`src/rtl/itew_pkg.sv`:
```
package itew_pkg;

  // word codes
  localparam logic [4:0] WORD_ZERO     = 5'd0;
  localparam logic [4:0] WORD_TEN      = 5'd10;
  localparam logic [4:0] WORD_TWENTY   = 5'd20;
  localparam logic [4:0] WORD_HUNDRED  = 5'd28;
  localparam logic [4:0] WORD_THOUSAND = 5'd29;
  localparam logic [4:0] WORD_MILLION  = 5'd30;
  localparam logic [4:0] WORD_BILLION  = 5'd31;

  localparam int unsigned NumBits   = 31;
  localparam int unsigned NumDigits = 10;
  localparam int unsigned StepW     = 4;

  // condition codes tested by a control word
  typedef enum logic [3:0] {
    C_ALWAYS,
    C_BCD_BUSY,
    C_NUM_ZERO,
    C_GRP_ZERO,
    C_H_NZ,
    C_T_ONE,
    C_T_GE2,
    C_O_NZ,
    C_HAS_SCALE,
    C_LAST_GRP
  } cond_e;

  // word source for an emit step
  typedef enum logic [2:0] {
    E_NONE,
    E_HUND_DIGIT,
    E_HUNDRED,
    E_TEEN,
    E_TENS,
    E_ONES,
    E_SCALE,
    E_ZERO
  } emit_e;

  // jump mode
  typedef enum logic [1:0] {
    J_NONE,
    J_TRUE,
    J_FALSE
  } jmp_e;

  // datapath operation
  typedef enum logic [1:0] {
    OP_NONE,
    OP_LOAD,
    OP_NEXT_GRP,
    OP_FLUSH
  } op_e;

  typedef struct packed {
    cond_e             cond;
    emit_e             emit;
    jmp_e              jmp;
    logic [StepW-1:0]  tgt;
    op_e               op;
  } ctrl_t;

  // status flags fed back to the sequencer
  typedef struct packed {
    logic bcd_busy;
    logic num_zero;
    logic grp_zero;
    logic h_nz;
    logic t_one;
    logic t_ge2;
    logic o_nz;
    logic has_scale;
    logic last_grp;
  } flags_t;

endpackage

```
`src/rtl/integer_to_english_word_tokens.sv`:
```
// Spells out a non-negative integer as a run of English word codes.
// Input channel s_axis: one transaction carries the number in tdata[30:0];
// bit 31 is ignored. Output channel m_axis: one transaction per word,
// word code in tdata[4:0], tlast high on the final word of the number.
// A number gives one to sixteen words; zero gives the single word Zero.
// Operation: a small microcoded sequencer steps through a
// 14-word program. After the input transaction a bit-serial binary to
// decimal converter works through all 31 input bits, then each group of
// three digits takes 3 steps when it is zero and up to 9 steps otherwise,
// with at most one word per step. A new number is accepted only at the
// load step, once the flush step has passed the last word on.
// The last word is known only when the program ends, so one word is held
// back in a pending register and leaves with tlast at the final step.
// When the receiver stalls, the output register holds its word and the
// sequencer waits on any step that needs to pass a word forward.
// Reset returns the sequencer to the load step with nothing pending.
module integer_to_english_word_tokens
  import itew_pkg::*;
(
  input  logic        clk_i,
  input  logic        rst_ni,
  input  logic        s_axis_tvalid_i,
  output logic        s_axis_tready_o,
  input  logic [31:0] s_axis_tdata_i,   // [30:0] number
  output logic        m_axis_tvalid_o,
  input  logic        m_axis_tready_i,
  output logic [7:0]  m_axis_tdata_o,   // [4:0] word_code
  output logic        m_axis_tlast_o    // last_word
);

  ctrl_t                  ctrl;
  logic                   cond;
  flags_t                 flags;
  logic                   stall;
  logic                   bcd_busy;
  logic [4*NumDigits-1:0] digits;
  logic                   load;
  logic [1:0]             grp_q;
  logic [3:0]             h, t, o;
  logic [4:0]             word;
  logic                   emit_do;
  logic                   out_stuck;
  logic                   push_out;
  logic                   push_last;
  logic                   pend_vld_q;
  logic [4:0]             pend_code_q;
  logic                   out_vld_q;
  logic [4:0]             out_code_q;
  logic                   out_last_q;

  itew_seq u_seq (
    .clk_i   (clk_i),
    .rst_ni  (rst_ni),
    .flags_i (flags),
    .stall_i (stall),
    .ctrl_o  (ctrl),
    .cond_o  (cond)
  );

  assign load = (ctrl.op == OP_LOAD) && s_axis_tvalid_i;

  itew_bcd u_bcd (
    .clk_i    (clk_i),
    .rst_ni   (rst_ni),
    .start_i  (load),
    .bin_i    (s_axis_tdata_i[NumBits-1:0]),
    .busy_o   (bcd_busy),
    .digits_o (digits)
  );

  // digits of the current group
  always_comb begin
    unique case (grp_q)
      2'd0: begin
        h = 4'd0;
        t = 4'd0;
        o = digits[39:36];
      end
      2'd1: begin
        h = digits[35:32];
        t = digits[31:28];
        o = digits[27:24];
      end
      2'd2: begin
        h = digits[23:20];
        t = digits[19:16];
        o = digits[15:12];
      end
      default: begin
        h = digits[11:8];
        t = digits[7:4];
        o = digits[3:0];
      end
    endcase
  end

  // status flags
  always_comb begin
    flags.bcd_busy  = bcd_busy;
    flags.num_zero  = (digits == '0);
    flags.grp_zero  = (h == 4'd0) && (t == 4'd0) && (o == 4'd0);
    flags.h_nz      = (h != 4'd0);
    flags.t_one     = (t == 4'd1);
    flags.t_ge2     = (t >= 4'd2);
    flags.o_nz      = (o != 4'd0);
    flags.has_scale = (grp_q != 2'd3);
    flags.last_grp  = (grp_q == 2'd3);
  end

  // word code for the current emit step
  always_comb begin
    unique case (ctrl.emit)
      E_HUND_DIGIT: word = {1'b0, h};
      E_HUNDRED:    word = WORD_HUNDRED;
      E_TEEN:       word = WORD_TEN + {1'b0, o};
      E_TENS:       word = WORD_TWENTY + {1'b0, t} - 5'd2;
      E_ONES:       word = {1'b0, o};
      E_ZERO:       word = WORD_ZERO;
      E_SCALE: begin
        unique case (grp_q)
          2'd0:    word = WORD_BILLION;
          2'd1:    word = WORD_MILLION;
          default: word = WORD_THOUSAND;
        endcase
      end
      default:      word = WORD_ZERO;
    endcase
  end

  // stall when input is absent or a word cannot move forward
  assign out_stuck = out_vld_q && !m_axis_tready_i;
  assign emit_do   = (ctrl.emit != E_NONE) && cond;
  assign stall     = ((ctrl.op == OP_LOAD) && !s_axis_tvalid_i)
                   || (emit_do && pend_vld_q && out_stuck)
                   || ((ctrl.op == OP_FLUSH) && out_stuck);

  assign push_last = (ctrl.op == OP_FLUSH) && !stall;
  assign push_out  = (emit_do && pend_vld_q && !stall) || push_last;

  // group counter
  always_ff @(posedge clk_i or negedge rst_ni) begin
    if (!rst_ni) begin
      grp_q <= 2'd0;
    end else if (load) begin
      grp_q <= 2'd0;
    end else if ((ctrl.op == OP_NEXT_GRP) && !stall) begin
      grp_q <= grp_q + 2'd1;
    end
  end

  // pending word and output register control
  always_ff @(posedge clk_i or negedge rst_ni) begin
    if (!rst_ni) begin
      pend_vld_q <= 1'b0;
      out_vld_q  <= 1'b0;
    end else begin
      if (emit_do && !stall) begin
        pend_vld_q <= 1'b1;
      end else if (push_last) begin
        pend_vld_q <= 1'b0;
      end
      if (push_out) begin
        out_vld_q <= 1'b1;
      end else if (m_axis_tready_i) begin
        out_vld_q <= 1'b0;
      end
    end
  end

  // word payload
  always_ff @(posedge clk_i) begin
    if (emit_do && !stall) begin
      pend_code_q <= word;
    end
    if (push_out) begin
      out_code_q <= pend_code_q;
      out_last_q <= push_last;
    end
  end

  assign s_axis_tready_o = (ctrl.op == OP_LOAD);
  assign m_axis_tvalid_o = out_vld_q;
  assign m_axis_tdata_o  = {3'b000, out_code_q};
  assign m_axis_tlast_o  = out_last_q;

endmodule

```
`src/rtl/itew_bcd.sv`:
```
module itew_bcd
  import itew_pkg::*;
(
  input  logic                   clk_i,
  input  logic                   rst_ni,
  input  logic                   start_i,
  input  logic [NumBits-1:0]     bin_i,
  output logic                   busy_o,
  output logic [4*NumDigits-1:0] digits_o
);

  logic [NumBits-1:0]     bin_q;
  logic [4*NumDigits-1:0] bcd_q;
  logic [4*NumDigits-1:0] adj;
  logic [4:0]             cnt_q;
  logic                   busy_q;

  // add three to every digit of five or more before the shift
  always_comb begin
    for (int i = 0; i < NumDigits; i++) begin
      if (bcd_q[4*i +: 4] >= 4'd5) begin
        adj[4*i +: 4] = bcd_q[4*i +: 4] + 4'd3;
      end else begin
        adj[4*i +: 4] = bcd_q[4*i +: 4];
      end
    end
  end

  // iteration control, one input bit per cycle
  always_ff @(posedge clk_i or negedge rst_ni) begin
    if (!rst_ni) begin
      busy_q <= 1'b0;
      cnt_q  <= '0;
    end else if (start_i) begin
      busy_q <= 1'b1;
      cnt_q  <= 5'(NumBits);
    end else if (busy_q) begin
      cnt_q <= cnt_q - 5'd1;
      if (cnt_q == 5'd1) begin
        busy_q <= 1'b0;
      end
    end
  end

  // shift registers
  always_ff @(posedge clk_i) begin
    if (start_i) begin
      bin_q <= bin_i;
      bcd_q <= '0;
    end else if (busy_q) begin
      bin_q <= {bin_q[NumBits-2:0], 1'b0};
      bcd_q <= {adj[4*NumDigits-2:0], bin_q[NumBits-1]};
    end
  end

  assign busy_o   = busy_q;
  assign digits_o = bcd_q;

endmodule

```
`src/rtl/itew_seq.sv`:
```
module itew_seq
  import itew_pkg::*;
(
  input  logic   clk_i,
  input  logic   rst_ni,
  input  flags_t flags_i,
  input  logic   stall_i,
  output ctrl_t  ctrl_o,
  output logic   cond_o
);

  // program step names
  localparam logic [StepW-1:0] S_LOAD  = 4'd0;
  localparam logic [StepW-1:0] S_WAIT  = 4'd1;
  localparam logic [StepW-1:0] S_GRP   = 4'd3;
  localparam logic [StepW-1:0] S_TENS  = 4'd6;
  localparam logic [StepW-1:0] S_SCALE = 4'd9;
  localparam logic [StepW-1:0] S_NEXT  = 4'd10;
  localparam logic [StepW-1:0] S_ZERO  = 4'd12;
  localparam logic [StepW-1:0] S_FLUSH = 4'd13;

  // microcode table
  function automatic ctrl_t rom(input logic [StepW-1:0] s);
    ctrl_t c;
    c = '{cond: C_ALWAYS, emit: E_NONE, jmp: J_NONE, tgt: S_LOAD, op: OP_NONE};
    unique case (s)
      4'd0:  c.op = OP_LOAD;
      4'd1:  c = '{C_BCD_BUSY, E_NONE, J_TRUE, S_WAIT, OP_NONE};
      4'd2:  c = '{C_NUM_ZERO, E_NONE, J_TRUE, S_ZERO, OP_NONE};
      4'd3:  c = '{C_GRP_ZERO, E_NONE, J_TRUE, S_NEXT, OP_NONE};
      4'd4:  c = '{C_H_NZ, E_HUND_DIGIT, J_FALSE, S_TENS, OP_NONE};
      4'd5:  c = '{C_ALWAYS, E_HUNDRED, J_NONE, S_LOAD, OP_NONE};
      4'd6:  c = '{C_T_ONE, E_TEEN, J_TRUE, S_SCALE, OP_NONE};
      4'd7:  c = '{C_T_GE2, E_TENS, J_NONE, S_LOAD, OP_NONE};
      4'd8:  c = '{C_O_NZ, E_ONES, J_NONE, S_LOAD, OP_NONE};
      4'd9:  c = '{C_HAS_SCALE, E_SCALE, J_NONE, S_LOAD, OP_NONE};
      4'd10: c = '{C_LAST_GRP, E_NONE, J_TRUE, S_FLUSH, OP_NEXT_GRP};
      4'd11: c = '{C_ALWAYS, E_NONE, J_TRUE, S_GRP, OP_NONE};
      4'd12: c = '{C_ALWAYS, E_ZERO, J_NONE, S_LOAD, OP_NONE};
      4'd13: c = '{C_ALWAYS, E_NONE, J_TRUE, S_LOAD, OP_FLUSH};
      default: c.jmp = J_TRUE;
    endcase
    return c;
  endfunction

  logic [StepW-1:0] step_q, step_d;
  ctrl_t            ctrl;
  logic             cond;

  assign ctrl = rom(step_q);

  // condition select
  always_comb begin
    unique case (ctrl.cond)
      C_ALWAYS:    cond = 1'b1;
      C_BCD_BUSY:  cond = flags_i.bcd_busy;
      C_NUM_ZERO:  cond = flags_i.num_zero;
      C_GRP_ZERO:  cond = flags_i.grp_zero;
      C_H_NZ:      cond = flags_i.h_nz;
      C_T_ONE:     cond = flags_i.t_one;
      C_T_GE2:     cond = flags_i.t_ge2;
      C_O_NZ:      cond = flags_i.o_nz;
      C_HAS_SCALE: cond = flags_i.has_scale;
      C_LAST_GRP:  cond = flags_i.last_grp;
      default:     cond = 1'b0;
    endcase
  end

  // next step: hold, jump or advance
  always_comb begin
    step_d = step_q + 4'd1;
    if (stall_i) begin
      step_d = step_q;
    end else begin
      unique case (ctrl.jmp)
        J_TRUE:  if (cond) step_d = ctrl.tgt;
        J_FALSE: if (!cond) step_d = ctrl.tgt;
        default: step_d = step_q + 4'd1;
      endcase
    end
  end

  always_ff @(posedge clk_i or negedge rst_ni) begin
    if (!rst_ni) begin
      step_q <= S_LOAD;
    end else begin
      step_q <= step_d;
    end
  end

  assign ctrl_o = ctrl;
  assign cond_o = cond;

endmodule

```
`config.mk`:
```
export PLATFORM = sky130hd
export DESIGN_NAME = integer_to_english_word_tokens
export DESIGN_NICKNAME = d
export VERILOG_FILES = /design/src/rtl/itew_pkg.sv /design/src/rtl/integer_to_english_word_tokens.sv /design/src/rtl/itew_bcd.sv /design/src/rtl/itew_seq.sv
export SDC_FILE = /design/constraint.sdc
export NUM_CORES = 1
export LEC_CHECK = 0
export CORE_ASPECT_RATIO = 1.25
export CORE_MARGIN = 3
export CORE_UTILIZATION = 50
export CTS_BUF_LIST = sky130_fd_sc_hd__clkbuf_2
export DETAILED_ROUTE_END_ITERATION = 10
export DONT_BUFFER_PORTS = 1
export MAX_ROUTING_LAYER = met4
export PLACE_DENSITY = 0.65
export SYNTH_ARGS = -nofsm -noshare
export SYNTH_HDL_FRONTEND = slang
export SYNTH_SLANG_ARGS = --single-unit
```
`constraint.sdc`:
```
create_clock -name clk_i -period 3.9 [get_ports clk_i]
set_input_delay 0.39 -clock clk_i [delete_from_list [all_inputs] [get_ports clk_i]]
set_output_delay 0.39 -clock clk_i [all_outputs]
set_load 0.02 [all_outputs]
```
==> Word level (Yosys, flattened, before mapping) <==
Index checks and enable logic that the tools add are counted.
{ "totals": {"regBits": 96, "latch_bits": 0, "ramBits": 0, "romBits": 0, "out_inout_bits": 11, "word_cells": 147, "n_memories": 0} }
{ "classes": {"n_addsub": 16, "mul": 0, "div": 0, "n_lt_le_gt_ge": 11, "eq_ne": 39, "n_shift": 0, "n_mux": 36, "n_bitwise": 0, "reduce_logical": 34} }
{ "op_table": {"columns": ["cell", "count"], "rows": [
  ["$pmux W7 S11", 1],
  ["$mux W31", 2],
  ["$mux W4", 11],
  ["$ge A4 B3 Y1 const B", 10],
  ["$logic_not A40 Y1", 1],
  ["$add A4 B2 Y4 const B", 9],
  ["$pmux W4 S3", 3],
  ["$eq A4 B3 Y1 const B", 8],
  ["$eq A4 B4 Y1 const B", 8],
  ["$pmux W5 S6", 1],
  ["$pmux W4 S7", 1],
  ["$logic_not A4 Y1", 5],
  ["$eq A4 B2 Y1 const B", 4],
  ["$logic_and A1 B1 Y1", 13],
  ["$eq A4 B1 Y1 const B", 3],
  ["$eq A2 B2 Y1 const B", 5],
  ["$mux W5", 2],
  ["$pmux W1 S10", 1],
  ["$eq A3 B3 Y1 const B", 3],
  ["$pmux W2 S2", 2],
  ["$pmux W4 S2", 1],
  ["$reduce_bool A2 Y1", 4],
  ["$reduce_bool A4 Y1", 2],
  ["$mux W1", 7],
  ["21 further kinds", 29]
]} }

==> Depth between registers and ports, before layout <==
Gate-level depths: netlist (run 1).
{ "logic_depth": {"depth_word": 15, "depth_mapped": 12, "depth_no_buf": 10} }

==> Hierarchy <==
A second synthesis (run 1) with hierarchy kept.
{ "hier_totals": {"hier_cells": 675, "area_unflattened_um2": 6333.6} }
{ "by_module_without_submodules": {"columns": ["mod", "n_inst", "cells_per_inst", "area_each_um2", "seq_area_each_um2"], "rows": [
  ["itew_bcd", 1, 396, 4053.9, 1881.8],
  ["integer_to_english_word_tokens", 1, 147, 1313.8, 430.4],
  ["itew_seq", 1, 132, 965.9, 100.1]
]} }

==> Least setup slack after synthesis (run 1) <==
Ideal clock, no wire load.
{ "synth_path": {"path_kind": "register to register", "startpoint": "register u_seq.step_q[0]", "endpoint": "register u_bcd.bin_q[0], enable pin", "setup_ns": 0.388, "arrival_time_ns": 2.958, "setup_slack_ns": 0.554, "path_stages_with_launch": 8, "path_buffers": 2, "path_cell_list": "dfrtp_1 inv_1 ha_1 clkbuf_1 nor3b_1 nand2_1 clkbuf_1 nand2_1"} }
{ "synth_between": {"elab_chain_cells": 5, "elab_cells_between_ends": 7} }
{ "synth_rtl": {"columns": ["item", "line", "text"], "rows": [
  ["from (decl)", "itew_seq.sv:46", "logic [StepW-1:0] step_q, step_d;"],
  ["from (signal assigned)", "itew_seq.sv:87", "step_q <= step_d;"],
  ["$eq A4 B4 Y1 or $logic_not A4 Y1 (tied branches)", "itew_seq.sv:26", "unique case (s)"],
  ["$pmux W2 S3 (*)", "itew_seq.sv:26", null],
  ["$eq A2 B1 Y1 (*)", null, null],
  ["named net s_axis_tready_o", "integer_to_english_word_tokens.sv:23", "output logic s_axis_tready_o,"],
  ["$logic_and A1 B1 Y1 (*)", "integer_to_english_word_tokens.sv:60", "assign load = (ctrl.op == OP_LOAD) && s_axis_tvalid_i;"],
  ["$reduce_bool A2 Y1 (no source line) (*)", null, null],
  ["to (signal assigned)", "itew_bcd.sv:48", "bin_q <= bin_i;"],
  ["to (signal assigned)", "itew_bcd.sv:51", "bin_q <= {bin_q[NumBits-2:0], 1'b0};"],
  ["to (decl)", "itew_bcd.sv:12", "logic [NumBits-1:0] bin_q;"]
]} }
The timed path passes the listed nets; every way through them passes the cells marked *.
A chain may end at the register's enable or synchronous reset.

==> Worst setup path after layout (run 1) <==
{ "layout_path": {"startpoint": "register grp_q[0]", "endpoint": "register u_seq.step_q[0]"} }
{ "layout_between": {"elab_chain_cells": 11, "elab_cells_between_ends": 26} }
{ "layout_rtl": {"columns": ["item", "line", "text"], "rows": [
  ["from (decl)", "integer_to_english_word_tokens.sv:38", "logic [1:0] grp_q;"],
  ["from (signal assigned)", "integer_to_english_word_tokens.sv:147", "grp_q <= grp_q + 2'd1;"],
  ["branches (longest 5 deep; another with $ge A4 B2 Y1)", null, null],
  ["$pmux W1 S10 (*)", "itew_seq.sv:54", "unique case (ctrl.cond)"],
  ["$logic_and A1 B1 Y1", "integer_to_english_word_tokens.sv:132", "assign emit_do = (ctrl.emit != E_NONE) && cond;"],
  ["$logic_and A1 B1 Y1 (2 in series)", "integer_to_english_word_tokens.sv:134", "|| (emit_do && pend_vld_q && out_stuck)"],
  ["$logic_or A1 B1 Y1", "integer_to_english_word_tokens.sv:134", null],
  ["$logic_or A1 B1 Y1", "integer_to_english_word_tokens.sv:135", "|| ((ctrl.op == OP_FLUSH) && out_stuck);"]
]} }
Every way passes the cells marked *.

==> impl_results.md, run 1 <==
* CTS Root Cell: clkbuf_2
* Slew @ Worst Pin at between 700 and 800 ps
* Congestion Overflow GR at 0
* Vias per Instance at 5.84
* Most frequent cells in the layout: 137 x nand2_1, 58 x a21oi_1, 55 x nor2_1
* Worst setup EP type: register
* Compound-Gate Fraction of Synth Area at 16.9%
* Seq/Total Area, Yosys at 41.0%
* Final hold viol count at 0
* Critical path launch point: grp_q[0]
* Critical-path maximum fanout at 19
* Final HPWL DP at 9.29 mm
* Tcrit/Tclk final at 89.4%
* Unrepaired setup endpoints after global routing: false
* PD cells at between 900 and 1000 nW/um^2
* Share of flip-flops with an asynchronous set or reset at 14.6%
* TritonCTS Buffers at 9
* Most common cell after layout, fill and taps aside: nand2_1
* Hold Path Class: in -> reg
* Post-synthesis cell type count at 58
* Worst endpoint required time at 4400 ps
* Die footprint at 13100 sq um
* Clock network latency to the later pin of the worst-skew pair at about 600 ps
* Post-synth top area share at 21.4%
* Worst Skew at 48.2 ps
* Slew Viols, Final at 0
* Chip Width at approximately 100 um
* Post-route ant nets at 0
* Vias in the first global route at 4856
* Vias after detailed routing at 4945
* Top cell type by total area after synthesis: edfxtp_1
* WHS at around 160 ps
* Hold Path Origin: s_axis_tvalid_i
* Pre-CTS worst setup slack at between 500 and 600 ps
* # setup viols final at 0
* Starting DRC count in detailed routing at 342
* Htree depth at 3
* Cell count after synthesis at approximately 690
* Setup bufs post-CTS at 0
* IR drop worst, VDD at 0.303 mV
* TritonCTS clock tree: yes
* CTS clk-pin slew, worst paths at 310 ps
* Total GRT Usage at 21.9%
* DR WL/cell at 15.9 um
* Min cycle time layout at 3490 ps
* P_leak at 2.76 nW
* CP arrival at between 3000 and 4000 ps
* IO Pins at between 40 and 50
* EDFF count, synth at 42
* Setup WS post-layout at 412 ps
* First-pass GRT wire length at 22.5 mm
* Primary FF master, synth: edfxtp_1
* Crit path kind: reg -> reg
* Layout cell share with drive strength beyond 1 at 5.34%
* Port bufs at 0
* Largest family of logic cells by synthesized area: simple AND/OR/NAND/NOR gates
* Drt first pass iters at 5
* Num rows at between 40 and 50
* FMAX at 287 MHz
* PostCTS Resize Cnt at 0
* Die height at approximately 130 um
* Slew Limit Headroom at 47.6%
* Number of synthesized register bits at 96
* Clk sink count at 96
* Finished Cell Area at 6420 sq um
* Placed Cells at 797
* CP Launch Type: register
* Fin util at 56.9%
* Antenna diodes at 0
* YS warnings at 0
* R2r setup slk at 410 ps
* Reg2reg start: grp_q[0]
* Mux cell area share after synthesis at 2.89%
* Synth Area in XOR/XNOR at 4.17%
* Post-synthesis cell area at 5890 sq um
* Total power at roughly 5.9 mW
* Antenna violations before repair at 0
* Mean Syn Cell Area at 8.55 sq um
* Drt drc at 0
* Largest net degree at the start of global routing at 43
* Post-Synth Simple-Gate Area at 20.7%
* Routed WL at 13.5 mm
* Layout Cells excl Fill at 847
* CORE AREA at approximately 11000 sq um
* # nets final at 785
* Starting Density at 52.1%
* Hold buffers post-CTS at 34
* Outcome: completed
* Largest cells by area after synthesis: edfxtp_1 21%, dfxtp_1 14%, ha_1 8.9%
* Placed instance area at 5970 sq um
* Syn-to-layout area delta at 9.14%
* RD Place Congestion at 0.898
* Setup TNS Final at 0 ps
* CTS max path bufs at 2
* Post-synthesis adder-cell area fraction at just under 9%
* Max Cap Viol at 0
## cells in the mapped netlist, types with 2 or more instances
cell / count
nand2_1: 137
a21oi_1: 58
nor2_1: 55
edfxtp_1: 42
ha_1: 42
o21ai_0: 42
dfxtp_1: 40
inv_1: 31
clkbuf_1: 24
mux2i_1: 17
nand3_1: 17
xnor2_1: 17
nor3_1: 16
nand2b_1: 15
dfrtp_1: 14
xor2_1: 11
a22oi_1: 10
o21ai_1: 8
nor2b_1: 7
a221o_1: 6
buf_4: 6
nor4_1: 6
buf_2: 5
o211ai_1: 5
o21bai_1: 5
or4_1: 4
a2bb2oi_1: 3
a31oi_1: 3
and3_1: 3
nand4_1: 3
o22a_1: 3
a221oi_1: 2
a221oi_2: 2
inv_2: 2
nor3b_1: 2
o2111ai_1: 2
o21a_1: 2
## layer usage
layer  share of wire (%)  routed length (um)  up-vias  global-route usage, %
met1                  42                5690     2393                   26.1
li1                    -                   -     2407                      -
met4                 2.4                 318        0                   6.78
met5                   0                   0        -                      -
met3                 3.3                 445       25                   3.55
met2                  52                7030      120                   37.4
## state kept, by name (all words and copies together) (netlist names)
register and count:
grp_q 2, m_axis_tlast_o 1, m_axis_tvalid_o 1, out_code_q 5, pend_code_q 5, pend_vld_q 1, u_bcd.bin_q 31, u_bcd.busy_o 1
u_bcd.cnt_q 5, u_bcd.digits_o 40, u_seq.step_q 4
## power by group
group,switching (mW),total (mW),internal (mW)
sequential,0.484,2.16,1.67
clock,0.385,0.483,0.0980
combinational,1.90,3.21,1.31
## worst paths after layout
path | depth (start not counted) | endpoint
max | 9 | u_seq.step_q[0]
min in group asynchronous | 1 | m_axis_tvalid_o
min reg2reg | 0 | out_code_q[0]
max in group asynchronous | 1 | u_seq.step_q[0]
min | 3 | u_bcd.cnt_q[2]
max reg2reg | 9 | u_seq.step_q[0]
## cell type report
class / count / area (sq um)
Fill cell: 1037 / 4870
Multi-Input combinational cell: 523 / 3170
Timing Repair Buffer: 44 / 440
Sequential cell: 96 / 2410
Clock inverter: 7 / 65.1
Tap cell: 135 / 169
Inverter: 33 / 124
Clock buffer: 9 / 45.0
## critical path, stage by stage (launching register included)
cell	delay, ps
dfrtp_1	500
ha_1	700
inv_2	170
a2bb2oi_1	220
nor4_1	390
nand2b_1	190
a41oi_2	190
a21oi_1	530
o2111ai_1	240
o211ai_1	250
## logic make-up (layout without fill, tap and decap cells)
logic type                 after synthesis  count (layout)
muxes                                   17              17
DFF                                     96              96
adders and majority gates               42              42
xor gates and xnor gates                28              28
buffers and inverters                   71              93
and+or+nand+nor                        274             274
other                                    1               3
AOI/OAI and AO/OA                      159             159
No activity file was read; power rests on OpenSTA's default activity.
==> run 2: changes to the inputs <==
--- a/config.mk
+++ b/config.mk
@@ -11,8 +11,10 @@
 export CTS_BUF_LIST = sky130_fd_sc_hd__clkbuf_2
 export DETAILED_ROUTE_END_ITERATION = 10
 export DONT_BUFFER_PORTS = 1
+export GPL_TIMING_DRIVEN = 0
 export MAX_ROUTING_LAYER = met4
 export PLACE_DENSITY = 0.65
+export REMOVE_ABC_BUFFERS = 1
 export SYNTH_ARGS = -nofsm -noshare
 export SYNTH_HDL_FRONTEND = slang
 export SYNTH_SLANG_ARGS = --single-unit
==> impl_results.md, run 2 (same netlist as run 1, synthesis figures left out) <==
* TritonCTS Buffers at 9
* Starting Density at between 50 and 60%
* Cell family with most CP delay: simple AND/OR/NAND/NOR gates
* Num rows at 43
* Congestion Overflow GR at 0
* Die footprint at 13100 sq um
* Layout Cells excl Fill at 838
* Max Cap Viol at 0
* RD Place Congestion at 0.917
* Uppermost layer routed: met4
* CP Launch Type: register
* # setup viols final at 0
* Vias per Instance at 5.74
* Final HPWL DP at 8.91 mm
* Worst R2R End: out_code_q[3]
* Pre-CTS worst setup slack at -881 ps
* Chip Width at 103 um
* Post-route ant nets at 0
* Reg2reg start: grp_q[1]
* P_leak at 2.74 nW
* Antenna diodes at 0
* TritonCTS clock tree: yes
* Slew Limit Headroom at approximately 16%
* CP arrival at 3780 ps
* Port bufs at 0
* First-pass GRT wire length at 22.1 mm
* Most frequent cells in the layout: 135 x nand2_1, 58 x a21oi_1, 55 x nor2_1
* Most common cell after layout, fill and taps aside: nand2_1
* Slew Viols, Final at 0
* Largest net degree at the start of global routing at between 40 and 50
* # nets final at 776
* Critical path's slowest cell: or4_1
* WHS at 210 ps
* Worst setup EP type: register
* CTS Root Cell: clkbuf_2
* Critical-path maximum fanout at 13
* Layout fillers at 995
* DRT met1 WL at 5.51 mm
* Setup WS post-layout at about 360 ps
* Worst endpoint required time at 4140 ps
* Placed Cells at 788
* Vias in the first global route at about 4.6k
* Total GRT Usage at 21.4%
* Min cycle time layout at 3540 ps
* Tcrit/Tclk final at 90.7%
* Routed WL at 12.9 mm
* DR WL met2 at between 6 and 7 mm
* Antenna violations before repair at 0
* Layout cell share with drive strength beyond 1 at between 4 and 5%
* Htree depth at 3
* Starting DRC count in detailed routing at around 330
* Syn-to-layout area delta at 8.76%
* CTS clk-pin slew, worst paths at 290 ps
* PD cells at roughly 920 nW/um^2
* DR WL/cell at between 15 and 20 um
* CTS max path bufs at 2
* Hold Path Class: in -> async
* Vias after detailed routing at ~4.8k
* Clk sink count at 96
* Critical Path Max Stage Delay at 490 ps
* FMAX at 283 MHz
* Final hold viol count at 0
* Finished Cell Area at 6400 sq um
* Slew @ Worst Pin at between 1000 and 1500 ps
* Clock network latency to the later pin of the worst-skew pair at 590 ps
* Die height at 127 um
* Drt first pass iters at 5
* R2r setup slk at 360 ps
* Worst path bufs/invs at 1
* Drt drc at 0
* Outcome: completed
* Total power at 5.87 mW
* Setup bufs post-CTS at 0
* IR drop worst, VDD at 0.423 mV
* IO Pins at 47
* Worst Skew at 45.9 ps
* CORE AREA at 11300 sq um
* Crit-path cells: inv_1 -> ha_1 -> a221o_1 -> o21ai_1 -> nand4_1 -> or4_1 -> o211ai_2 -> and2_4 -> a31oi_1 -> nor2_1
* Routed wl met3 at between 400 and 500 um
* Crit path kind: reg -> reg
* Worst R2R Path Depth at 10
* Placed instance area at 5900 sq um
* Unrepaired setup endpoints after global routing: false
* Largest register FFs at 40
[run 2: worst max path at each step]
| stage | from | to | cells after the start |
|---|---|---|---|
| after floorplan | u_seq.step_q[0] | u_bcd.bin_q[0] | 5 |
| after global placement | u_seq.step_q[0] | u_bcd.bin_q[0] | 5 |
| after detailed placement | u_seq.step_q[0] | u_bcd.bin_q[16] | 5 |
| after CTS | grp_q[0] | out_code_q[3] | 9 |
| after global routing | u_seq.step_q[0] | u_bcd.bin_q[10] | 5 |
| final | grp_q[1] | out_code_q[3] | 10 |
[run 2: routing by layer]
metal	GRT usage (%)	vias to the layer above
met5	-	-
met4	6.17	0
met3	3.11	25
met2	36.2	113
met1	26.2	2277
li1	-	2399
[run 2: worst reg2reg max path, cell delays in order, from the launching register on]
cell,delay [ps]
dfrtp_1,470
inv_1,100
ha_1,360
a221o_1,440
o21ai_1,160
nand4_1,190
or4_1,490
o211ai_2,260
and2_4,260
a31oi_1,120
nor2_1,370
[run 2: through the flow]
stage | setup TNS (ps) | utilization (%)
final | 0 | 56.7
after global routing | 0 | 56.7
after CTS | 0 | 56.5
after detailed placement | -28280 | 52.2
after global placement | -65600 | 52.0
after floorplan | 0 | -
[run 2: repair_timing]
item / CTS / global route
hold endpoints to repair: 45 / 1
hold buffers: 33 / 1
endpoints found under the setup margin: 39 / 6
gates resized for setup: 4 / 1
[run 2: where the power goes]
group / internal, mW / switching [mW]
clock network: 0.220 / 0.370
registers: 1.68 / 0.545
logic: 1.26 / 1.79
[run 2: area by class of cell]
| cell class | count | area [sq um] | share of cell area [%] |
|---|---|---|---|
| repair buffers | 35 | 368 | 5.75 |
| clock buffers | 9 | 45.0 | 0.704 |
| clock inverters | 7 | 101 | 1.58 |
| flip-flops and latches | 96 | 2410 | 37.7 |
| inverters | 33 | 124 | 1.94 |
| well taps | 135 | 169 | 2.64 |
| multi-input cells | 523 | 3180 | 49.7 |
